<file path="src/hdl/lbcm_queue.sv">
// Short word queue between front end and back end.
// No package dependency.
module lbcm_queue #(
  parameter int W = 67,
  parameter int DEPTH = 4
) (
  input  logic         clk,
  input  logic         rst,
  input  logic         push,
  output logic         push_ready,
  input  logic [W-1:0] wdata,
  input  logic         pop,
  output logic         pop_valid,
  output logic [W-1:0] rdata
);

  localparam int AW = (DEPTH > 1) ? $clog2(DEPTH) : 1;

  logic [W-1:0]  mem [DEPTH];
  logic [AW-1:0] wptr;
  logic [AW-1:0] rptr;
  logic [AW:0]   count;

  assign push_ready = count != (AW+1)'(DEPTH);
  assign pop_valid  = count != '0;
  assign rdata      = mem[rptr];

  always_ff @(posedge clk) begin
    if (rst) begin
      wptr  <= '0;
      rptr  <= '0;
      count <= '0;
    end else begin
      if (push) wptr <= (wptr == AW'(DEPTH-1)) ? '0 : wptr + 1'b1;
      if (pop && pop_valid) rptr <= (rptr == AW'(DEPTH-1)) ? '0 : rptr + 1'b1;
      count <= count + (AW+1)'(push) - (AW+1)'(pop && pop_valid);
    end
  end

  always_ff @(posedge clk) begin
    if (push) mem[wptr] <= wdata;
  end

endmodule

</file>
<file path="config.mk">
export PLATFORM = sky130hd
export DESIGN_NAME = lbcm_queue
export DESIGN_NICKNAME = d
export VERILOG_FILES = /design/src/hdl/lbcm_queue.sv
export SDC_FILE = /design/constraint.sdc
export NUM_CORES = 1
export LEC_CHECK = 0
export ABC_CLOCK_PERIOD_IN_PS = 2600
export BUFFER_PORTS_ARGS = -buffer_cell sky130_fd_sc_hd__clkbuf_2
export CELL_PAD_IN_SITES_DETAIL_PLACEMENT = 1
export CELL_PAD_IN_SITES_GLOBAL_PLACEMENT = 2
export CORE_MARGIN = 4
export CORE_UTILIZATION = 33
export DETAILED_ROUTE_END_ITERATION = 10
export GPL_TIMING_DRIVEN = 0
export PLACE_DENSITY = 0.65
export SYNTH_ARGS = -nofsm -noshare
export SYNTH_HDL_FRONTEND = slang
export SYNTH_SLANG_ARGS = --single-unit
</file>
<file path="constraint.sdc">
create_clock -name clk -period 2.6 [get_ports clk]
set_clock_uncertainty 0.2 [all_clocks]
set_input_delay 0.13 -clock clk [delete_from_list [all_inputs] [get_ports clk]]
set_output_delay 0.13 -clock clk [all_outputs]
set_load 0.005 [all_outputs]
</file>
# Word-level counts from Yosys, hierarchy flattened
# Memory sizes are Yosys's and may differ from the RTL's. A register that Yosys moved wholly into a read port is not among the register bits.
# Cells that the tools add are included.
# classes
n_addsub	4
eq_ne	3
mux	6
n_reduce_logical	2
# op_table
operator	n
two-way mux 2 bit	4
adder 2 x 1 -> 2 bit, second input constant	2
equality test 2 bit, second input constant	2
adder 3 x 1 -> 3 bit	1
!= test 3 bit, second input constant	1
nonzero test 3 bit	1
subtractor 3 x 1 -> 3 bit	1
two-way mux 1 bit	2
logical AND 1 bit	1
# totals
regBits	7
ramBits	268
in_bits	71
out_inout_bits	69
elab_cells	19
n_memories	1
# memory_table
name	depth	word_bits	rd	rd_ports_with_merged_regs	wr	line_no	rtl
mem	4	67	1	1	1	19	logic [W-1:0] mem [DEPTH];

# Longest topological paths before layout
# depth
ltp_word	4
mapped_depth	6
ltp_nobuf	6

# Least setup slack after synthesis
# Ideal clock, no wire load.
# synth_timing
kind	reg-to-reg
from	register wptr[0]
to	memory mem[0][0] (enable)
setup_time_ps	432
arrival_ps	2111
t_required_ps	1968
setup_slack_ps	-143
path_stages_with_launch	4
path_buffers	0
synth_period_minus_slack_ps	2743
path_cell_list	dfxtp_1 inv_1 ha_1 and2_1
# synth_rtl
element	line_no	rtl
start: declaration	20	logic [AW-1:0] wptr;
start signal: assignment	34	if (push) wptr <= (wptr == AW'(DEPTH-1)) ? '0 : wptr + 1'b1;
end: declaration	19	
# No word-level cell before the write port.

==> flow_summary.toml <==
[worst_hold_path]
min_path_type = "input pin to flip-flop"

[setup_path]
start_kind = "flip-flop"
crit_required_ns = 2.27
cp_cell_sequence = "buf_1, mux4_2, clkbuf_2"
cp_max_fo = 10
critical_path_class = "flip-flop to output pin"
endpoint_kind = "output pin"
critPathMaxStageDelay_ns = 0.57
crit_slowest_cell = "buf_1"
path_delay_family = "buffers and inverters"
crit_buf_inv = 2
crit_arrival_ns = 2.10

[placed_design]
portBuffers = 139
place_congestion = 0.685
post-dp-hpwl_mm = 13.1
place_ws_ns = 0.215

[grt]
grt_pass1_wl_mm = 32.8
grt_overflow = 0
grt_pass1_vias = 5687
grt_usage_pct = 12.4
antenna_found_initial = 0
grt_max_degree = 36

[job]
max_cap_viol_count = 0

[routing]
drt_first_pass_iters = 4
vias = 4899
drtIter0Drc = 145
post_drt_wl_per_cell_um = 19.8
routed_via_density = 4.60
drc_errors = 0
routed_wl_mm = 21.1
ant_nets = 0

[clock_network]
clockBufferDepth = 3
numClockSinks = 277
clk_latency_ns = 0.55
post-cts-setup-buffers = 0
path_clk_slew_ns = 0.06
numCtsBuffers = 30
cts_tree = "done"
cts_root_buf = "clkbuf_16"
htree_levels = 1

[yosys]
syn_avg_cell_area_um2 = 25.7
synth_cell_types = 24
ys_seq_elements = 277
yosysWarnings = 0
yosys_most_used_dff = "edfxtp_1"
netlist_instances = 397
synth_edf_count = 268
synthesis.nets = 475
ys_seq_area_share_pct = 80.7
synthArstFlopShare_pct = 0
synth_area_mm2 = 0.0102

[power_and_ir_drop]
p_per_area_mw_per_mm2 = 843
ir_worst_vdd_v = 0.000539
p_total_uw = 11100
power_leakage_uw = 0.00448

[floorplan]
coreArea_mm2 = 0.0305
die-area_mm2 = 0.0338
fp.dieH_um = 184
initial_core_util_pct = 33.4
fp-row-count = 64
io-pin-count = 140
die-width_um = 184

[layout]
diodes = 0
layout.nets = 722
syn_to_final_growth_pct = 28.6
drive_above_1_share_pct = 40.7

[timing]
rsz0062_at_grt = "false"
fin_ws_ns = 0.168
clock.fmax_ghz = 0.411
slew_violations = 0
setup_violations = 0
finalCritPeriodShare_pct = 93.6
hold_violations = 0
worst_slew_margin_rel_pct = 53.7
finalCriticalPeriod_ns = 2.43
tightest_slew_ns = 0.695
hold_ws_ns = 0.139

[run_status]
status = "complete, no violations"
per-layer routing:
metal / GRT usage [%] / share of wire, % / vias up
met3: 2.81 / 5.1 / 32
met4: 2.90 / 1.9 / 0
li1: - / - / 2189
met2: 22.2 / 52 / 120
met1: 15.6 / 41 / 2558
met5: 0 / 0 / -
stage by stage:
step / util [%] / instance area, µm² / TNS, ns / std cells
floorplan: - / 10200 / 0 / 397
global placement: 37.3 / 11400 / -26.09 / 932
detailed placement: 37.6 / 11500 / 0 / 936
CTS: 43.0 / 13100 / 0 / 1064
global route: 43.0 / 13100 / 0 / 1064
finish: 43.0 / 13100 / 0 / 1064
area by class of cell:
cell class / count / area [µm²]
Multi-Input combinational cell: 101 / 1820
Sequential cell: 277 / 8230
Timing Repair Buffer: 215 / 1500
Clock inverter: 17 / 110
Buffer: 15 / 148
Inverter: 4 / 15.0
Fill cell: 2881 / 17400
Tap cell: 396 / 495
Clock buffer: 39 / 806
synth_stat cells, types with 3 or more instances:
cell type	count	area share [%]
edfxtp_1	268	79
mux4_2	67	15
dfxtp_1	9	1.8
ha_1	6	0.74
and2_1	4	0.25
buf_12	4	0.79
buf_2	4	0.20
inv_1	4	0.15
nand2b_1	4	0.25
buf_1	3	0.11
buf_4	3	0.22
mux2_2	3	0.33
mux2i_1	3	0.29
nor2_1	3	0.11
nor2b_1	3	0.18
final timing paths:
kind	start	slack, ns	cells past startpoint	end
worst min register to register	rptr[1]	0.33	2	rptr[1]
worst min-delay path	wdata[0]	0.14	2	mem[2][0]
worst max register to register	count[2]	0.18	6	count[2]
worst max-delay path	flip-flop	0.17	3	rdata[9]
cells in the final DEF (no fill, tap or decap), types with 7 or more instances in the layout:
cell type / instances
dlygate4sd3_1: 72
clkinv_2: 7
edfxtp_1: 268
mux4_2: 67
clkbuf_16: 31
buf_12: 8
clkbuf_1: 8
clkbuf_2: 139
dfxtp_1: 9
state kept, by name, indices dropped and copies added (netlist names), named ones only:
name   count
count      3
mem      268
rptr       2
wptr       2
where the power goes:
part | internal (µW) | switching [µW] | leakage [µW]
clock | 2270 | 1650 | 0.000443
combinational | 1090 | 873 | 0.00150
sequential | 5110 | 70.8 | 0.00254
total | 8470 | 2590 | 0.00448
cells by family after synthesis:
logic type               Yosys count  synth area share (%)
XOR/XNOR                           1                 0.233
multiplexers                      73                  15.4
AND/OR/NAND/NOR                   18                  1.02
AO/OA/AOI/OAI                      2                 0.135
flip-flops                       277                  80.7
buffers and inverters             19                  1.57
adder cells (fa/ha/maj)            7                 0.933
what timing repair did:
action | in CTS | in global routing
hold endpoints to repair | 277 | 0
gates resized for setup | 1 | 0
endpoints found under the setup margin | 27 | 0
hold buffers | 72 | 0
Note: power is estimated with default switching activity, not from simulation.
