## src/hdl/lbcm_pkg.sv

```systemverilog
// Shared constants and helpers for the D2Q9 cell moments block.
// Used by the front end, the back end and the top level; no dependencies.
package lbcm_pkg;

  localparam int NDIR      = 9;
  localparam int FRAC_BITS = 14;
  localparam int INV_W     = 16;
  localparam int DENS_W    = 20;
  localparam int VEL_W     = 18;
  localparam int SIGN_W    = 18;
  localparam int FORCE_W   = 16;
  localparam int CFG_IDX_W = 2;
  localparam int CFG_DATA_W = 18;

  localparam logic [CFG_IDX_W-1:0] CFG_XSIGN = 2'd0;
  localparam logic [CFG_IDX_W-1:0] CFG_YSIGN = 2'd1;
  localparam logic [CFG_IDX_W-1:0] CFG_FORCE = 2'd2;

  localparam logic [SIGN_W-1:0]  XSIGN_RESET = 18'd128196;
  localparam logic [SIGN_W-1:0]  YSIGN_RESET = 18'd251664;
  localparam logic [FORCE_W-1:0] FORCE_RESET = 16'd0;

  localparam logic [1:0] SIGN_PLUS  = 2'b01;
  localparam logic [1:0] SIGN_MINUS = 2'b11;

  localparam logic [DENS_W-1:0] DENS_MAX = '1;
  localparam logic [INV_W-1:0]  INV_MAX  = '1;
  localparam int VEL_MAX = 131071;
  localparam int VEL_MIN = -131072;

  function automatic logic [1:0] sign_code(input logic [SIGN_W-1:0] word, input int k);
    sign_code = word[2*k +: 2];
  endfunction

endpackage

```

## src/hdl/lbcm_front.sv

```systemverilog
// Front end: configuration registers, input acceptance, density and momentum sums.
// Depends on lbcm_pkg.
module lbcm_front #(
  parameter int DIST_WIDTH = 16,
  parameter int RHO_W = 20,
  parameter int PW = 23
) (
  input  logic                               clk,
  input  logic                               rst,
  input  logic                               cfg_valid,
  input  logic [lbcm_pkg::CFG_IDX_W-1:0]     cfg_index,
  input  logic [lbcm_pkg::CFG_DATA_W-1:0]    cfg_data,
  input  logic                               in_valid,
  output logic                               in_ready,
  input  logic                               in_solid,
  input  logic [lbcm_pkg::NDIR*DIST_WIDTH-1:0] in_dist,
  output logic                               push,
  input  logic                               push_ready,
  output logic                               solid,
  output logic [RHO_W-1:0]                   rho,
  output logic signed [PW-1:0]               px,
  output logic signed [PW-1:0]               py
);

  logic [lbcm_pkg::SIGN_W-1:0]  xsign;
  logic [lbcm_pkg::SIGN_W-1:0]  ysign;
  logic [lbcm_pkg::FORCE_W-1:0] force_q;
  logic                         fv;
  logic [RHO_W-1:0]             rho_next;
  logic signed [PW-1:0]         px_next;
  logic signed [PW-1:0]         py_next;

  always_ff @(posedge clk) begin
    if (rst) begin
      xsign   <= lbcm_pkg::XSIGN_RESET;
      ysign   <= lbcm_pkg::YSIGN_RESET;
      force_q <= lbcm_pkg::FORCE_RESET;
    end else if (cfg_valid) begin
      case (cfg_index)
        lbcm_pkg::CFG_XSIGN: xsign <= cfg_data;
        lbcm_pkg::CFG_YSIGN: ysign <= cfg_data;
        lbcm_pkg::CFG_FORCE: force_q <= cfg_data[lbcm_pkg::FORCE_W-1:0];
        default: ;
      endcase
    end
  end

  always_comb begin
    logic signed [PW-1:0] d;
    logic signed [PW-1:0] mx;
    logic signed [PW-1:0] my;
    rho_next = '0;
    mx = '0;
    my = '0;
    for (int k = 0; k < lbcm_pkg::NDIR; k++) begin
      d = $signed(PW'(in_dist[k*DIST_WIDTH +: DIST_WIDTH]));
      rho_next = rho_next + RHO_W'(in_dist[k*DIST_WIDTH +: DIST_WIDTH]);
      case (lbcm_pkg::sign_code(xsign, k))
        lbcm_pkg::SIGN_PLUS:  mx = mx + d;
        lbcm_pkg::SIGN_MINUS: mx = mx - d;
        default: ;
      endcase
      case (lbcm_pkg::sign_code(ysign, k))
        lbcm_pkg::SIGN_PLUS:  my = my + d;
        lbcm_pkg::SIGN_MINUS: my = my - d;
        default: ;
      endcase
    end
    // momenta carry one extra fraction bit so half the force is exact
    px_next = (mx <<< 1) + PW'($signed(force_q));
    py_next = my <<< 1;
  end

  assign push     = fv && push_ready;
  assign in_ready = !fv || push_ready;

  always_ff @(posedge clk) begin
    if (rst) begin
      fv <= 1'b0;
    end else if (in_ready) begin
      fv <= in_valid;
    end
  end

  always_ff @(posedge clk) begin
    if (in_valid && in_ready) begin
      solid <= in_solid;
      rho   <= rho_next;
      px    <= px_next;
      py    <= py_next;
    end
  end

endmodule

```

## config.mk

```make
export PLATFORM = sky130hd
export DESIGN_NAME = lbcm_front
export DESIGN_NICKNAME = d
export VERILOG_FILES = /design/src/hdl/lbcm_pkg.sv /design/src/hdl/lbcm_front.sv
export SDC_FILE = /design/constraint.sdc
export NUM_CORES = 2
export LEC_CHECK = 0
export BUFFER_PORTS_ARGS = -buffer_cell sky130_fd_sc_hd__buf_2
export CORE_ASPECT_RATIO = 0.9
export CORE_UTILIZATION = 50
export CTS_CLUSTER_SIZE = 8
export DETAILED_ROUTE_END_ITERATION = 10
export GPL_TIMING_DRIVEN = 0
export PLACE_DENSITY = 0.8
export SLEW_MARGIN = 15
export SYNTH_ARGS = -nofsm -noshare
export SYNTH_HDL_FRONTEND = slang
export SYNTH_SLANG_ARGS = --single-unit
```

## constraint.sdc

```tcl
create_clock -name clk -period 12.9 [get_ports clk]
set_clock_uncertainty 0.15 [all_clocks]
set_input_delay 0 -clock clk [delete_from_list [all_inputs] [get_ports clk]]
set_output_delay 0 -clock clk [all_outputs]
set_load 0.05 [all_outputs]
```

======== Word-level counts from Yosys, hierarchy flattened ========
Cells that the tools add are included.
storage, ports and cells
  bits of input ports ..................... 170
  output and inout bits ................... 69
  bits in registers ....................... 119
  word-level logic and storage cells ...... 114
cells by class
  add/subtract/negate cells ............... 42
  equality and inequality tests ........... 38
  reductions and logical operators ........ 8
  mux-type cells .......................... 18
operator list
  kind                   number
  $pmux 22 s2            18
  $add 22x17->22         16
  $sub 22x17->22         16
  $add 20x16->20         4
  $eq 2x1->1 const B     19
  $eq 2x2->1 const B     19
  $add 23x16->23         1
  $add 19x16->20         1
  $add 18x16->19         1
  $add 17x16->18         1
  $add 16x16->17         1
  $sub 1x16->17 const A  1
  $reduce_and 2->1       3
  $logic_and 1x1->1      2
  $logic_not 2->1        1
  $logic_not 1->1        1
  $logic_or 1x1->1       1

======== Longest topological paths before layout ========
  word-level depth ........................ 19
  gate-level depth with buffers ........... 76
  mapped depth without buffers ............ 75

======== Worst setup path before layout ========
Ideal clock, no wire load.
  path type ............................... reg2reg
  start ................................... reg xsign[2] (netlist name)
  end ..................................... reg px[22] (data pin)
  setup time .............................. 0.260 ns
  cell stages (with the launch flop) ...... 72
  required time ........................... 12.490 ns
  clock period less this slack ............ 13.528 ns
  path slack .............................. -0.628 ns
  path buffers ............................ 4
  data arrival time ....................... 13.118 ns
  cells stage by stage .................... dfxtp_1 -> clkbuf_1 -> clkbuf_1 -> clkbuf_1 -> nand2_1 -> mux2i_1 -> inv_1 -> fa_1 -> nand2b_1 -> a21oi_1 -> nor2_1 -> xor2_1 -> o21ai_0 -> ha_1 -> or2_2 -> o31a_1 -> o311ai_0 -> nor4_1 -> [... 36 more ...] -> o21ai_1 -> ha_1 -> nand3_1 -> nand2_1 -> a41o_1 -> or2_2 -> xnor2_1 -> nand2_1 -> o21ai_0 -> a31oi_1 -> ha_1 -> o21ai_0 -> nand2b_1 -> a21oi_1 -> xor2_1 -> xnor3_1 -> xnor2_1 -> xnor2_1
on the way
  longest elaborated chain between the ends .. 17
  elaborated cells between the ends (all ways) .. 25
  classes of those cells .................. 15 x add/sub; 2 x eq/ne; 8 x mux
RTL lines
  item                                                     line                                source
  from (decl)                                              lbcm_front.sv:25                    logic [lbcm_pkg::SIGN_W-1:0] xsign;
  from (signal assigned)                                   lbcm_front.sv:35                    xsign <= lbcm_pkg::XSIGN_RESET;
  from (signal assigned)                                   lbcm_front.sv:40                    lbcm_pkg::CFG_XSIGN: xsign <= cfg_data;
  $eq 2x2->1 / $eq 2x1->1 (equally long branches)          lbcm_front.sv:58                    case (lbcm_pkg::sign_code(xsign, k))
  $pmux 22 s2 *                                            lbcm_front.sv:58
  $sub 22x17->22 / $add 22x17->22 (equally long branches)  lbcm_front.sv:60, lbcm_front.sv:59
  $pmux 22 s2 *                                            lbcm_front.sv:58
  $sub 22x17->22 / $add 22x17->22 (equally long branches)  lbcm_front.sv:60, lbcm_front.sv:59
  $pmux 22 s2 *                                            lbcm_front.sv:58
  $sub 22x17->22 / $add 22x17->22 (equally long branches)  lbcm_front.sv:60, lbcm_front.sv:59
  $pmux 22 s2 *                                            lbcm_front.sv:58
  [... 2 more ...]                                         -
  $sub 22x17->22 / $add 22x17->22 (equally long branches)  lbcm_front.sv:60, lbcm_front.sv:59
  $pmux 22 s2 *                                            lbcm_front.sv:58
  $sub 22x17->22 / $add 22x17->22 (equally long branches)  lbcm_front.sv:60, lbcm_front.sv:59
  $pmux 22 s2 *                                            lbcm_front.sv:58
  $sub 22x17->22 / $add 22x17->22 (equally long branches)  lbcm_front.sv:60, lbcm_front.sv:59
  $pmux 22 s2 *                                            lbcm_front.sv:58
  $add 23x16->23 *                                         lbcm_front.sv:70                    px_next = (mx <<< 1) + PW'($signed(force_q));
  net px_next[22]                                          lbcm_front.sv:30                    logic signed [PW-1:0] px_next;
  to (signal assigned)                                     lbcm_front.sv:89                    px <= px_next;
  to (decl)                                                lbcm_front.sv:21                    output logic signed [PW-1:0] px,
The timed path passes the listed nets; every way through them passes the cells marked *.
A chain may end at the register's enable or synchronous reset.

======== Worst setup path after layout ========
Ends and elaborated chain as after synthesis.

==> run summary <==
- sky130_fd_sc_hd__ha_4 — cell repeated most along the worst path
- register to register — startpoint-to-endpoint class of the critical path
- 32,700 sq um — netlist area before placement
- 6.14% — GR Layer Usage met3
- 57 — pin count of the biggest net entering global routing
- input pin to register — Min-Delay Path Class
- 0 — YS warnings
- 6.02 — number of vias per cell after detailed routing
- 4,460 — cell count after synthesis
- 1.07 — RD Place Congestion
- 31,200 — via count of the first global-routing pass
- 4 — CP Max Fanout
- 0 — grt ovf
- 7 — Pre-antenna DRT Iters
- 17 — CTS Buf Count
- 2 — clk buf depth
- finished, violations left — result of the run
- -519 ps — Setup WS post-layout
- 14.8% — fraction of synthesized cell area taken by the top area cell type
- -716 ps — Setup TNS
- 104% — share of the clock period used by the worst path after layout
- 1190 ps — Worst Max-Slew Pin Slew
- 0% — Async S/R FF share, synth
- register — crit end category
- 64,400 sq um — core region area
- 5,552 — number of placed instances with taps included
- true — unrepaired setup endpoints after global routing
- 123,000 um — wire length reported by the detailed router
- 52.1% — GR Layer Usage met2
- 35,000 sq um — area of placed instances
- sky130_fd_sc_hd__edfxtp_1 — Synth Flop Type
- 245 um — die height
- 272 um — Die W
- 2 — Setup-failing EPs final
- 119 — post-synthesis sequential element count
- 13,000 ps — required time reported for the critical path endpoint
- sky130_fd_sc_hd__or3_4 — Slowest-stage cell, CP
- 236 — count of port buffers added during placement
- sky130_fd_sc_hd__ha_1 15%, sky130_fd_sc_hd__xnor2_1 8.7%, sky130_fd_sc_hd__fa_1 7.8% — Area contributors post-synth
- 21.4 um — Avg WL per Cell
- 510 ps — Clk Latency, worst-skew pair
- met2 — Most Used Layer, Global Route
- sky130_fd_sc_hd__ha_1 — library cell occupying the most area in the post-synthesis netlist
- 18.9% — area added between synthesis and finish
- 0 — number of max-slew violations in the final report
- sky130_fd_sc_hd__nand2_1 — most frequent cell after synthesis
- 35.2% — global routing usage summed across all routing layers
- 0 — remaining design rule violation count
- 5,525 — Final Net Count
- 119 — sinks on the clock net
- 98,500 um — post-DP HPWL
- 18.0% — share of layout cells above drive strength 1
- 9.31% — sequential area share after synthesis
- 20.7% — max-slew headroom at the worst pin
- 400 ps — delay of the slowest critical-path stage
- 179,000 um — global-route wire length before repair
- negative setup slack — violated checks
- 66 — number of enable flip-flop cells after synthesis
- 7.33 sq um — Syn Area/Cell
- 0 — Final Hold Violating Endpoints
- sky130_fd_sc_hd__clkbuf_16 — clock root buffer
- 0 — Maximum Capacitance Violations
- 66,400 sq um — die area
- 239 — number of top-level pins
- 50.8% — Starting Density
- 88 — number of placement rows
- 5,742 — non-filler instance count after layout
- built — TritonCTS clock tree
- 5,144 — Net Count, Synth
- 0 — antenna-violating nets left
- 4 — CTS HTree Levels
- 38,900 sq um — post-route cell area
- 13,510 ps — arrival time at the worst endpoint
- 34,600 — total via count in the routed design
- 80 ps — CTS clock-pin slew for the worst setup and hold paths
- 538 x sky130_fd_sc_hd__nand2_1, 480 x sky130_fd_sc_hd__nor2_1, 387 x sky130_fd_sc_hd__ha_1 — cell types with the highest counts after synthesis
- 3,521 — number of DRC violations after detailed-routing iteration 0
- 13,420 ps — minimum clock period after layout
- 60.4% — post-layout utilization of the core
- 74.5 MHz — Highest Clock Rate
- register — type of element launching the critical path
- 46.4% — met1 global-route usage
- 42 — number of antenna violations at the first check in global routing
- 102 — library cells used by synthesis
[cells by family (layout without fill, tap and decap cells)]
group	count (synthesis)	in the layout	synth area share, %
XOR/XNOR	509	509	13.8
other	1	34	0.0115
flip-flops	119	119	9.31
adder cells (fa/ha/maj)	514	514	22.6
AND/OR/NAND/NOR	1598	1598	22.5
AO/OA/AOI/OAI	1071	1071	21.1
multiplexers	145	145	4.89
buffers and inverters	503	897	5.84
[cell usage in the layout (no fill, tap or decap), types with 54 or more instances in the layout]
cell / count
sky130_fd_sc_hd__nand2_1: 532
sky130_fd_sc_hd__nor2_1: 471
sky130_fd_sc_hd__inv_1: 354
sky130_fd_sc_hd__ha_1: 331
sky130_fd_sc_hd__xnor2_1: 315
sky130_fd_sc_hd__a21oi_1: 248
sky130_fd_sc_hd__buf_2: 238
sky130_fd_sc_hd__o21ai_0: 206
sky130_fd_sc_hd__xor2_1: 177
sky130_fd_sc_hd__fa_1: 125
sky130_fd_sc_hd__nor3_1: 113
sky130_fd_sc_hd__clkbuf_1: 105
sky130_fd_sc_hd__buf_4: 101
sky130_fd_sc_hd__mux2_2: 98
sky130_fd_sc_hd__a21o_1: 77
sky130_fd_sc_hd__nand3_1: 72
sky130_fd_sc_hd__edfxtp_1: 66
sky130_fd_sc_hd__nand2b_1: 55
sky130_fd_sc_hd__o21a_1: 54
[critical path, delay by kind of cell (launching register included)]
family | cells | cell delay [ps]
xor gates and xnor gates | 12 | 2140
and+or+nand+nor | 20 | 3020
AOI/OAI and AO/OA | 23 | 4130
DFF | 1 | 350
buffers and inverters | 3 | 410
muxes | 2 | 570
adders and majority gates | 9 | 2360
[sequential cells by signal (all words and copies together), names as in the netlist]
name,count
py,22
force_q,16
ysign,18
fv,1
rho,20
xsign,18
px,23
solid,1
[path summary, 6_finish.rpt]
kind              start      to  slack (ps)  depth (start not counted)
max            xsign[2]  px[22]        -520                         69
min            in_solid   solid          50                          2
max reg2reg    xsign[2]  px[22]        -520                         69
min reg2reg  force_q[0]   px[0]         280                          0
[final cells by class]
cell class,count,area (sq um)
Sequential cell,119,3060
Antenna cell,33,82.6
Buffer,133,618
Multi-Input combinational cell,3838,29800
Timing Repair Buffer,371,2300
Clock inverter,15,140
Inverter,361,1360
Fill cell,5697,25500
Tap cell,855,1070
Clock buffer,17,425
[through the flow]
| stage | setup WS [ps] | hold WS, ps |
|---|---|---|
| after floorplan | 111 | -51.1 |
| after global placement | -2150 | 26.8 |
| after detailed placement | -2270 | 28.7 |
| after CTS | -232 | 10.5 |
| after global routing | -1040 | 41.9 |
| final | -519 | 53.7 |
[metal layers]
layer  vias up  part of all wire [%]
met5         -                  0.11
met4        18                   7.4
met3       342                    10
met2      1838                    42
met1     16000                    40
li1      16400                     -
[repair_timing]
| item | in CTS | in global routing |
|---|---|---|
| gates resized for setup | 180 | 315 |
| endpoints found under the setup margin | 12 | 9 |
| pin swaps | 62 | 124 |
| gates cloned | 0 | 0 |
| hold endpoints to repair | 65 | 0 |
| hold buffers | 30 | 0 |
| setup buffers | 51 | 53 |
Power is not shown: default switching activity piles up to over one toggle a cycle in this logic, so the estimate is an artifact.
