[src/hdl/lbcm_pkg.sv]
// Shared constants and helpers for the D2Q9 cell moments block.
// Used by the front end, the back end and the top level; no dependencies.
package lbcm_pkg;

  localparam int NDIR      = 9;
  localparam int FRAC_BITS = 14;
  localparam int INV_W     = 16;
  localparam int DENS_W    = 20;
  localparam int VEL_W     = 18;
  localparam int SIGN_W    = 18;
  localparam int FORCE_W   = 16;
  localparam int CFG_IDX_W = 2;
  localparam int CFG_DATA_W = 18;

  localparam logic [CFG_IDX_W-1:0] CFG_XSIGN = 2'd0;
  localparam logic [CFG_IDX_W-1:0] CFG_YSIGN = 2'd1;
  localparam logic [CFG_IDX_W-1:0] CFG_FORCE = 2'd2;

  localparam logic [SIGN_W-1:0]  XSIGN_RESET = 18'd128196;
  localparam logic [SIGN_W-1:0]  YSIGN_RESET = 18'd251664;
  localparam logic [FORCE_W-1:0] FORCE_RESET = 16'd0;

  localparam logic [1:0] SIGN_PLUS  = 2'b01;
  localparam logic [1:0] SIGN_MINUS = 2'b11;

  localparam logic [DENS_W-1:0] DENS_MAX = '1;
  localparam logic [INV_W-1:0]  INV_MAX  = '1;
  localparam int VEL_MAX = 131071;
  localparam int VEL_MIN = -131072;

  function automatic logic [1:0] sign_code(input logic [SIGN_W-1:0] word, input int k);
    sign_code = word[2*k +: 2];
  endfunction

endpackage

[src/hdl/lbcm_back.sv]
// Back end: pipelined reciprocal (one quotient bit per stage), velocity
// multiply, rounding, saturation and the output register. Depends on lbcm_pkg.
module lbcm_back #(
  parameter int RHO_W = 20,
  parameter int PW = 23
) (
  input  logic                            clk,
  input  logic                            rst,
  input  logic                            src_valid,
  output logic                            pop,
  input  logic                            src_solid,
  input  logic [RHO_W-1:0]                src_rho,
  input  logic signed [PW-1:0]            src_px,
  input  logic signed [PW-1:0]            src_py,
  output logic                            out_valid,
  input  logic                            out_ready,
  output logic                            out_fluid,
  output logic                            out_zero,
  output logic [lbcm_pkg::DENS_W-1:0]     out_density,
  output logic [lbcm_pkg::INV_W-1:0]      out_inv,
  output logic signed [lbcm_pkg::VEL_W-1:0] out_vx,
  output logic signed [lbcm_pkg::VEL_W-1:0] out_vy
);

  localparam int QW  = lbcm_pkg::INV_W;
  localparam int NS  = QW + 1;
  localparam int NW  = ((RHO_W > 2*lbcm_pkg::FRAC_BITS) ? RHO_W : 2*lbcm_pkg::FRAC_BITS) + 1;
  localparam int CW  = NW + RHO_W + QW;
  localparam int PRW = PW + QW + 1;
  localparam int EW  = RHO_W + lbcm_pkg::DENS_W;

  logic                 adv;
  logic [NS-1:0]        v;
  logic                 sol  [NS];
  logic                 sat  [NS];
  logic                 zer  [NS];
  logic [RHO_W-1:0]     rh   [NS];
  logic [RHO_W-1:0]     rem  [NS];
  logic [QW-1:0]        q    [NS];
  logic [QW-1:0]        nlo  [NS];
  logic signed [PW-1:0] mxs  [NS];
  logic signed [PW-1:0] mys  [NS];

  logic                  mv;
  logic                  m_sol;
  logic                  m_zer;
  logic [RHO_W-1:0]      m_rho;
  logic [QW-1:0]         m_inv;
  logic signed [PRW-1:0] m_prx;
  logic signed [PRW-1:0] m_pry;

  logic [CW-1:0] num;
  logic [QW-1:0] inv_fin;

  assign adv = !out_valid || out_ready;
  assign pop = adv && src_valid;
  assign num = CW'(2**(2*lbcm_pkg::FRAC_BITS)) + CW'(src_rho >> 1);

  always_ff @(posedge clk) begin
    if (rst) begin
      v <= '0;
    end else if (adv) begin
      v <= {v[NS-2:0], src_valid};
    end
  end

  // stage 0: saturation test and the quotient's upper remainder
  always_ff @(posedge clk) begin
    if (adv) begin
      sol[0] <= src_solid;
      zer[0] <= src_rho == '0;
      sat[0] <= num >= (CW'(src_rho) << QW);
      rh[0]  <= src_rho;
      rem[0] <= RHO_W'(num >> QW);
      nlo[0] <= num[QW-1:0];
      q[0]   <= '0;
      mxs[0] <= src_px;
      mys[0] <= src_py;
    end
  end

  for (genvar s = 1; s < NS; s++) begin : g_div
    logic [RHO_W:0] t;
    assign t = {rem[s-1], nlo[s-1][QW-s]};
    always_ff @(posedge clk) begin
      if (adv) begin
        sol[s] <= sol[s-1];
        zer[s] <= zer[s-1];
        sat[s] <= sat[s-1];
        rh[s]  <= rh[s-1];
        nlo[s] <= nlo[s-1];
        mxs[s] <= mxs[s-1];
        mys[s] <= mys[s-1];
        if (t >= {1'b0, rh[s-1]}) begin
          rem[s] <= RHO_W'(t - {1'b0, rh[s-1]});
          q[s]   <= {q[s-1][QW-2:0], 1'b1};
        end else begin
          rem[s] <= t[RHO_W-1:0];
          q[s]   <= {q[s-1][QW-2:0], 1'b0};
        end
      end
    end
  end

  assign inv_fin = sat[NS-1] ? lbcm_pkg::INV_MAX : q[NS-1];

  always_ff @(posedge clk) begin
    if (rst) begin
      mv <= 1'b0;
    end else if (adv) begin
      mv <= v[NS-1];
    end
  end

  always_ff @(posedge clk) begin
    if (adv) begin
      m_sol <= sol[NS-1];
      m_zer <= zer[NS-1];
      m_rho <= rh[NS-1];
      m_inv <= inv_fin;
      m_prx <= PRW'(mxs[NS-1]) * $signed({1'b0, inv_fin});
      m_pry <= PRW'(mys[NS-1]) * $signed({1'b0, inv_fin});
    end
  end

  function automatic logic [lbcm_pkg::VEL_W-1:0] round_sat(input logic signed [PRW-1:0] p);
    logic signed [PRW-1:0] r;
    r = (p + PRW'(2**lbcm_pkg::FRAC_BITS)) >>> (lbcm_pkg::FRAC_BITS + 1);
    if (r > PRW'(lbcm_pkg::VEL_MAX)) round_sat = lbcm_pkg::VEL_W'(lbcm_pkg::VEL_MAX);
    else if (r < PRW'(lbcm_pkg::VEL_MIN)) round_sat = lbcm_pkg::VEL_W'(lbcm_pkg::VEL_MIN);
    else round_sat = r[lbcm_pkg::VEL_W-1:0];
  endfunction

  always_ff @(posedge clk) begin
    if (rst) begin
      out_valid <= 1'b0;
    end else if (adv) begin
      out_valid <= mv;
    end
  end

  always_ff @(posedge clk) begin
    if (adv) begin
      if (m_sol) begin
        out_fluid   <= 1'b0;
        out_zero    <= 1'b0;
        out_density <= '0;
        out_inv     <= '0;
        out_vx      <= '0;
        out_vy      <= '0;
      end else begin
        out_fluid   <= 1'b1;
        out_zero    <= m_zer;
        out_density <= (EW'(m_rho) > EW'(lbcm_pkg::DENS_MAX)) ? lbcm_pkg::DENS_MAX
                       : lbcm_pkg::DENS_W'(m_rho);
        out_inv     <= m_inv;
        out_vx      <= round_sat(m_prx);
        out_vy      <= round_sat(m_pry);
      end
    end
  end

endmodule

[config.mk]
export PLATFORM = sky130hd
export DESIGN_NAME = lbcm_back
export DESIGN_NICKNAME = d
export VERILOG_FILES = /design/src/hdl/lbcm_pkg.sv /design/src/hdl/lbcm_back.sv
export SDC_FILE = /design/constraint.sdc
export NUM_CORES = 2
export LEC_CHECK = 0
export BUFFER_PORTS_ARGS = -buffer_cell sky130_fd_sc_hd__buf_2
export CAP_MARGIN = 20
export CORE_UTILIZATION = 65
export DETAILED_ROUTE_END_ITERATION = 12
export GPL_ROUTABILITY_DRIVEN = 0
export PLACE_DENSITY = 0.82
export SYNTH_ARGS = -nofsm -noshare
export SYNTH_HDL_FRONTEND = slang
export SYNTH_SLANG_ARGS = --single-unit
[constraint.sdc]
create_clock -name clk -period 53.5 [get_ports clk]
set_clock_uncertainty 0.05 [all_clocks]
set_input_delay 5.35 -clock clk [delete_from_list [all_inputs] [get_ports clk]]
set_output_delay 5.35 -clock clk [all_outputs]
set_load 0.05 [all_outputs]
Yosys cells after proc, flatten, opt, wreduce, memory -nomap -nowiden
Memories as Yosys holds them, arrays and structs flattened. A register that Yosys moved wholly into a read port is not among the register bits.
Cells that the tools add are included.

operators by class
  add/subtract/negate cells = 19
  multipliers = 2
  $lt $le $gt $ge = 21
  multiplexer cells = 136
  bitwise logic cells = 32
  reduce and logical (&&, ||, !) cells = 6

operator list
  kind                      number
  $ge A21 B20 Y1            16
  $mux W20                  16
  $sub A20 B20 Y20          16
  $mux W16                  17
  $mux W1                   99
  $add A40 B16 Y40 const B  2
  $mul A23 B17 Y40          2
  $gt A25 B18 Y1 const B    2
  $lt A25 B18 Y1 const B    2
  $ge A30 B36 Y1            1
  $mux W18                  2
  $mux W17                  2
  $or A1 B1 Y1              32
  $add A29 B19 Y30 const A  1
  $logic_not A20 Y1         1
  $reduce_or A2 Y1          2
  $logic_and A1 B1 Y1       1
  $logic_not A1 Y1          1
  $logic_or A1 B1 Y1        1

word-level totals
  register bits after elaboration = 189
  bits in writable memories = 2057
  input bits = 71
  output and inout port bits = 76
  logic and storage cells = 239
  memories kept = 9

memories
  memory       words  width  rd ports  clocked after Yosys merged registers in  write ports  RTL line         text
  mxs          17     23     17        0                                        17           lbcm_back.sv:41  logic signed [PW-1:0] mxs [NS];
  mys          17     23     17        0                                        17           lbcm_back.sv:42  logic signed [PW-1:0] mys [NS];
  rem          17     20     16        0                                        17           lbcm_back.sv:38  logic [RHO_W-1:0] rem [NS];
  rh           17     20     17        1                                        17           lbcm_back.sv:37  logic [RHO_W-1:0] rh [NS];
  nlo          17     16     16        0                                        17           lbcm_back.sv:40  logic [QW-1:0] nlo [NS];
  q            17     16     17        0                                        17           lbcm_back.sv:39  logic [QW-1:0] q [NS];
  +3 memories  --     --     --        --                                       --           --

Longest topological paths before layout
An unclocked memory read counts as a cell.

  depth after elaboration = 6
  gate-level depth with buffers = 26
  gate-level depth less buffers = 24

Worst setup path after synthesis
No wires, ideal clock.

  path type = input port to flip-flop
  from = input out_ready
  to = register m_inv[0], enable pin
  setup time = 1.662 ns
  data arrival time = 31.558 ns
  data required time = 51.788 ns
  setup slack = 20.231 ns
  stages = 5
  path buffers = 3
  cell sequence = nor2b_1 -> clkbuf_1 -> buf_1 -> clkbuf_1 -> inv_1

on the way
  word-level cells in the longest chain between the ends = 1

ends and longest elaborated chain
  item                    RTL line          text
  start: declaration      lbcm_back.sv:16   input logic out_ready,
  $logic_or A1 B1 Y1      lbcm_back.sv:55   assign adv = !out_valid || out_ready;
  end signal: assignment  lbcm_back.sv:120  m_inv <= inv_fin;
  end: declaration        lbcm_back.sv:48   logic [QW-1:0] m_inv;

No other way between the ends.
A chain may end at the register's enable or synchronous reset.

Worst setup path after layout
  from = input out_ready
  to = output pop

on the way
  word-level cells in the longest chain between the ends = 2

ends and longest elaborated chain
  item                 RTL line         text
  $logic_or A1 B1 Y1   lbcm_back.sv:55
  $logic_and A1 B1 Y1  lbcm_back.sv:56  assign pop = adv && src_valid;
  end: declaration     lbcm_back.sv:10  output logic pop,

No other way between the ends.

==> metrics.md <==
| Metric | Value |
|---|---|
| Status | `complete, no violations` |
| Drt initial violations | `5,026` |
| Final period util | `23.09%` |
| Hold-fix buffer count after cts | `0` |
| Met3 Use GR | `5.330%` |
| Vias in the first global route | `62,440` |
| Hold Startpoint | `mys[0][10]$_DFFE_PN_` |
| Cts bufs inserted | `172` |
| Largest net degree at the start of global routing | `212` |
| Sequential-to-total area share from yosys stat | `53.56%` |
| Yosys warning count | `0` |
| CTS Sinks | `1,792` |
| Via/cell ratio | `5.900` |
| Die H | `394.4 um` |
| Gr usage total | `26.86%` |
| Initial antenna violation count | `6` |
| Largest family of logic cells by synthesized area | `adder cells` |
| Post-synth EDFFs | `1,772` |
| Largest fanout on the critical path | `79` |
| CP Data Required Time | `48.10 ns` |
| DRT antenna net count | `0` |
| H-tree Lvls | `4` |
| Crit path time final | `12.35 ns` |
| Synth Area in Compound Gates | `6.040%` |
| Initial core utilization | `65.66%` |
| Path depth of the worst reg2reg path | `22` |
| Count of cell types in the netlist | `93` |
| Worst-margin pin slew | `1.147 ns` |
| CTS tree | `built` |
| Critical path's slowest cell | `nor2b_4` |
| Setup TNS | `0 ns` |
| RSZ-0062 raised after global routing | `no` |
| Synth area leaders | `edfxtp_1, fa_1, ha_1` |
| Busiest grt layer | `met2` |
| Total Routed Length | `205,800 um` |
| Root Buffer | `clkbuf_16` |
| Worst setup EP type | `primary output` |
| Clk slew on worst S/H paths | `0.08 ns` |
| Maxcap violations | `0` |
| HP Class | `flop to flop` |
| Met1 Use GR | `32.93%` |
| Adder-Cell Fraction of Synth Area | `21.03%` |
| Area share of the largest cell type after synthesis | `53.16%` |
| Hold path depth | `0` |
| Later-pin clock latency in the skew report | `0.82 ns` |
| Row cnt | `143` |
| CP most frequent cell | `buf_2` |
| Worst setup path class | `primary input to primary output` |
| Hold EP | `mys[0][33]$_DFFE_PN_` |
| Final hold vios | `0` |
| Critical Path Source Type | `primary input` |
| Worst stage delay on the critical path | `0.52 ns` |
| Netlist Area Pre-Place | `100,100 um^2` |
| # DRC | `0` |
| First-pass GRT wire length | `327,300 um` |
| Area Growth Syn to Fin | `8.867%` |
| Ys async rst share | `0%` |
| Layout cells sized above 1 | `8.576%` |
| Area fraction in and, or, nand and nor cells after synthesis | `9.012%` |
| Nets | `9,270` |
| Core area | `152,400 um^2` |
| Syn_nets | `9,088` |
| Post-synth top area cell | `edfxtp_1` |
| Fraction of synthesized area in multiplexers | `2.131%` |
| Hpwl dp | `138,600 um` |
| Die ar. | `155,600 um^2` |
| Overflow after GRT | `0` |
| Met2 Use GR | `46.41%` |
| Final setup violation count | `0` |
| Chip width | `394.4 um` |
| Post-DR wirelength/cell | `20.30 um` |
| Rel. slew slack | `23.55%` |
| Worst reg2reg setup slack | `45.26 ns` |
| Synth Area per Inst | `12.87 um^2` |
| Drt first pass iters | `8` |
| Post-synthesis xor/xnor area fraction | `2.678%` |
| Mapped Cells | `7,777` |
| Reg-to-Reg End | `m_pry[38]$_DFFE_PN_` |
| CP Cell Sequence | `buf_2 > nor2b_4 > inv_8 > nand2_1 > inv_1 > buf_2` |
| Crit path DAT | `6.95 ns` |
| FMAX | `80.95 MHz` |
| #FFs+latches synth | `1,792` |
| Clk buf depth | `3` |
| Final Max Tran Viols | `0` |
| RR Startpoint | `sat[1][0]$_DFFE_PN_` |
| Num ports | `147` |
| Post_cts resized | `0` |
| Post-CTS setup buffers | `0` |
| Via count | `59,810` |
| Top_reg_cell synth | `edfxtp_1` |
| PortBufs | `146` |
critical path, delay by kind of cell:
| family | cells | cell delay (ns) |
|---|---|---|
| and+or+nand+nor | 2 | 0.76 |
| buffers and inverters | 4 | 0.76 |
stage by stage:
stage          cells  hold WS, ns  util, %  cell area, um^2  worst slack, ns
5_1_grt        10130       0.3348    71.47           109000            41.09
3_5_place_dp    9809       0.3545    67.59           103000            41.12
2_1_floorplan   7777       0.3503        -           100100            20.23
6_report       10140       0.3349    71.48           109000            41.15
3_3_place_gp    9807       0.3502    67.57           103000            41.14
4_1_cts        10130       0.3360    71.39           108800            41.13
cell type report:
type                            count  area, um^2
Timing Repair Buffer              197        1257
Tap cell                         2030        2540
Antenna cell                        3       7.507
Fill cell                        9429       43480
Multi-Input combinational cell   4523       40960
Clock buffer                      217        4558
Sequential cell                  1792       53610
Clock inverter                    102        1234
Inverter                         1273        4793
synthesized netlist by cell type (all sizes together) (7+ instances only):
library cell / number
edfxtp: 1772
inv: 1273
fa: 737
nand2: 675
ha: 503
and2: 317
nor2: 316
a21oi: 289
o21ai: 225
xnor2: 197
mux2: 161
clkbuf: 155
xor2: 109
nor3: 103
a21o: 93
nor2b: 93
nand3: 62
nand4: 58
o21a: 55
nand2b: 47
or2: 40
and3: 34
buf: 34
a211oi: 33
or3: 33
mux2i: 32
a31oi: 31
o211ai: 25
o21bai: 24
dfxtp: 20
a21boi: 19
nor4: 19
o31ai: 18
a2111oi: 17
o41ai: 11
and4: 10
nand3b: 10
o311ai: 10
a211o: 9
o31a: 9
o211a: 8
nand4b: 7
nor3b: 7
or4: 7
state kept, by name, summed over array words and instances, names as in the netlist, 17 cells and up:
signal / cells
m_prx: 26
mxs: 391
m_rho: 20
m_pry: 26
out_vx: 18
out_density: 20
v: 17
sol: 17
q: 136
zer: 17
mys: 391
nlo: 255
out_vy: 18
rem: 301
sat: 17
rh: 84
layer usage:
| metal | wire, um | share of wire [%] |
|---|---|---|
| met5 | 33 | 0.016 |
| met4 | 8898 | 4.3 |
| met3 | 15850 | 7.7 |
| met2 | 104400 | 51 |
| met1 | 76570 | 37 |
worst max path at each step:
stage,startpoint,endpoint,slack [ns],cells after the start
floorplan,out_ready,m_inv[0]$_DFFE_PN_,20.23,5
global placement,out_ready,pop,41.14,6
detailed placement,out_ready,pop,41.12,6
CTS,out_ready,pop,41.13,6
global route,out_ready,pop,41.09,6
finish,out_ready,pop,41.15,6
cell usage in the layout, fill, tap and decap left out, types with 109 or more instances in the layout:
cell and n:
edfxtp_1 1772, inv_1 1271, fa_1 737, nand2_1 674, ha_1 503, and2_1 317, nor2_1 316, a21oi_1 285
o21ai_0 204, xnor2_1 197, clkbuf_16 176, mux2_2 156, buf_2 146, xor2_1 109
cell families (layout without fill, tap and decap cells):
kind of cell | Yosys count | in the layout
buf+inv | 1462 | 1789
flops | 1792 | 1792
mux | 193 | 193
fa+ha+maj | 1240 | 1240
xor+xnor | 306 | 306
simple gates | 1847 | 1847
compound gates | 937 | 937
other cells | 0 | 3
Power is left out: the tool's default activity adds up to more than one toggle a clock period on the data nets, which glitch-free logic cannot reach.
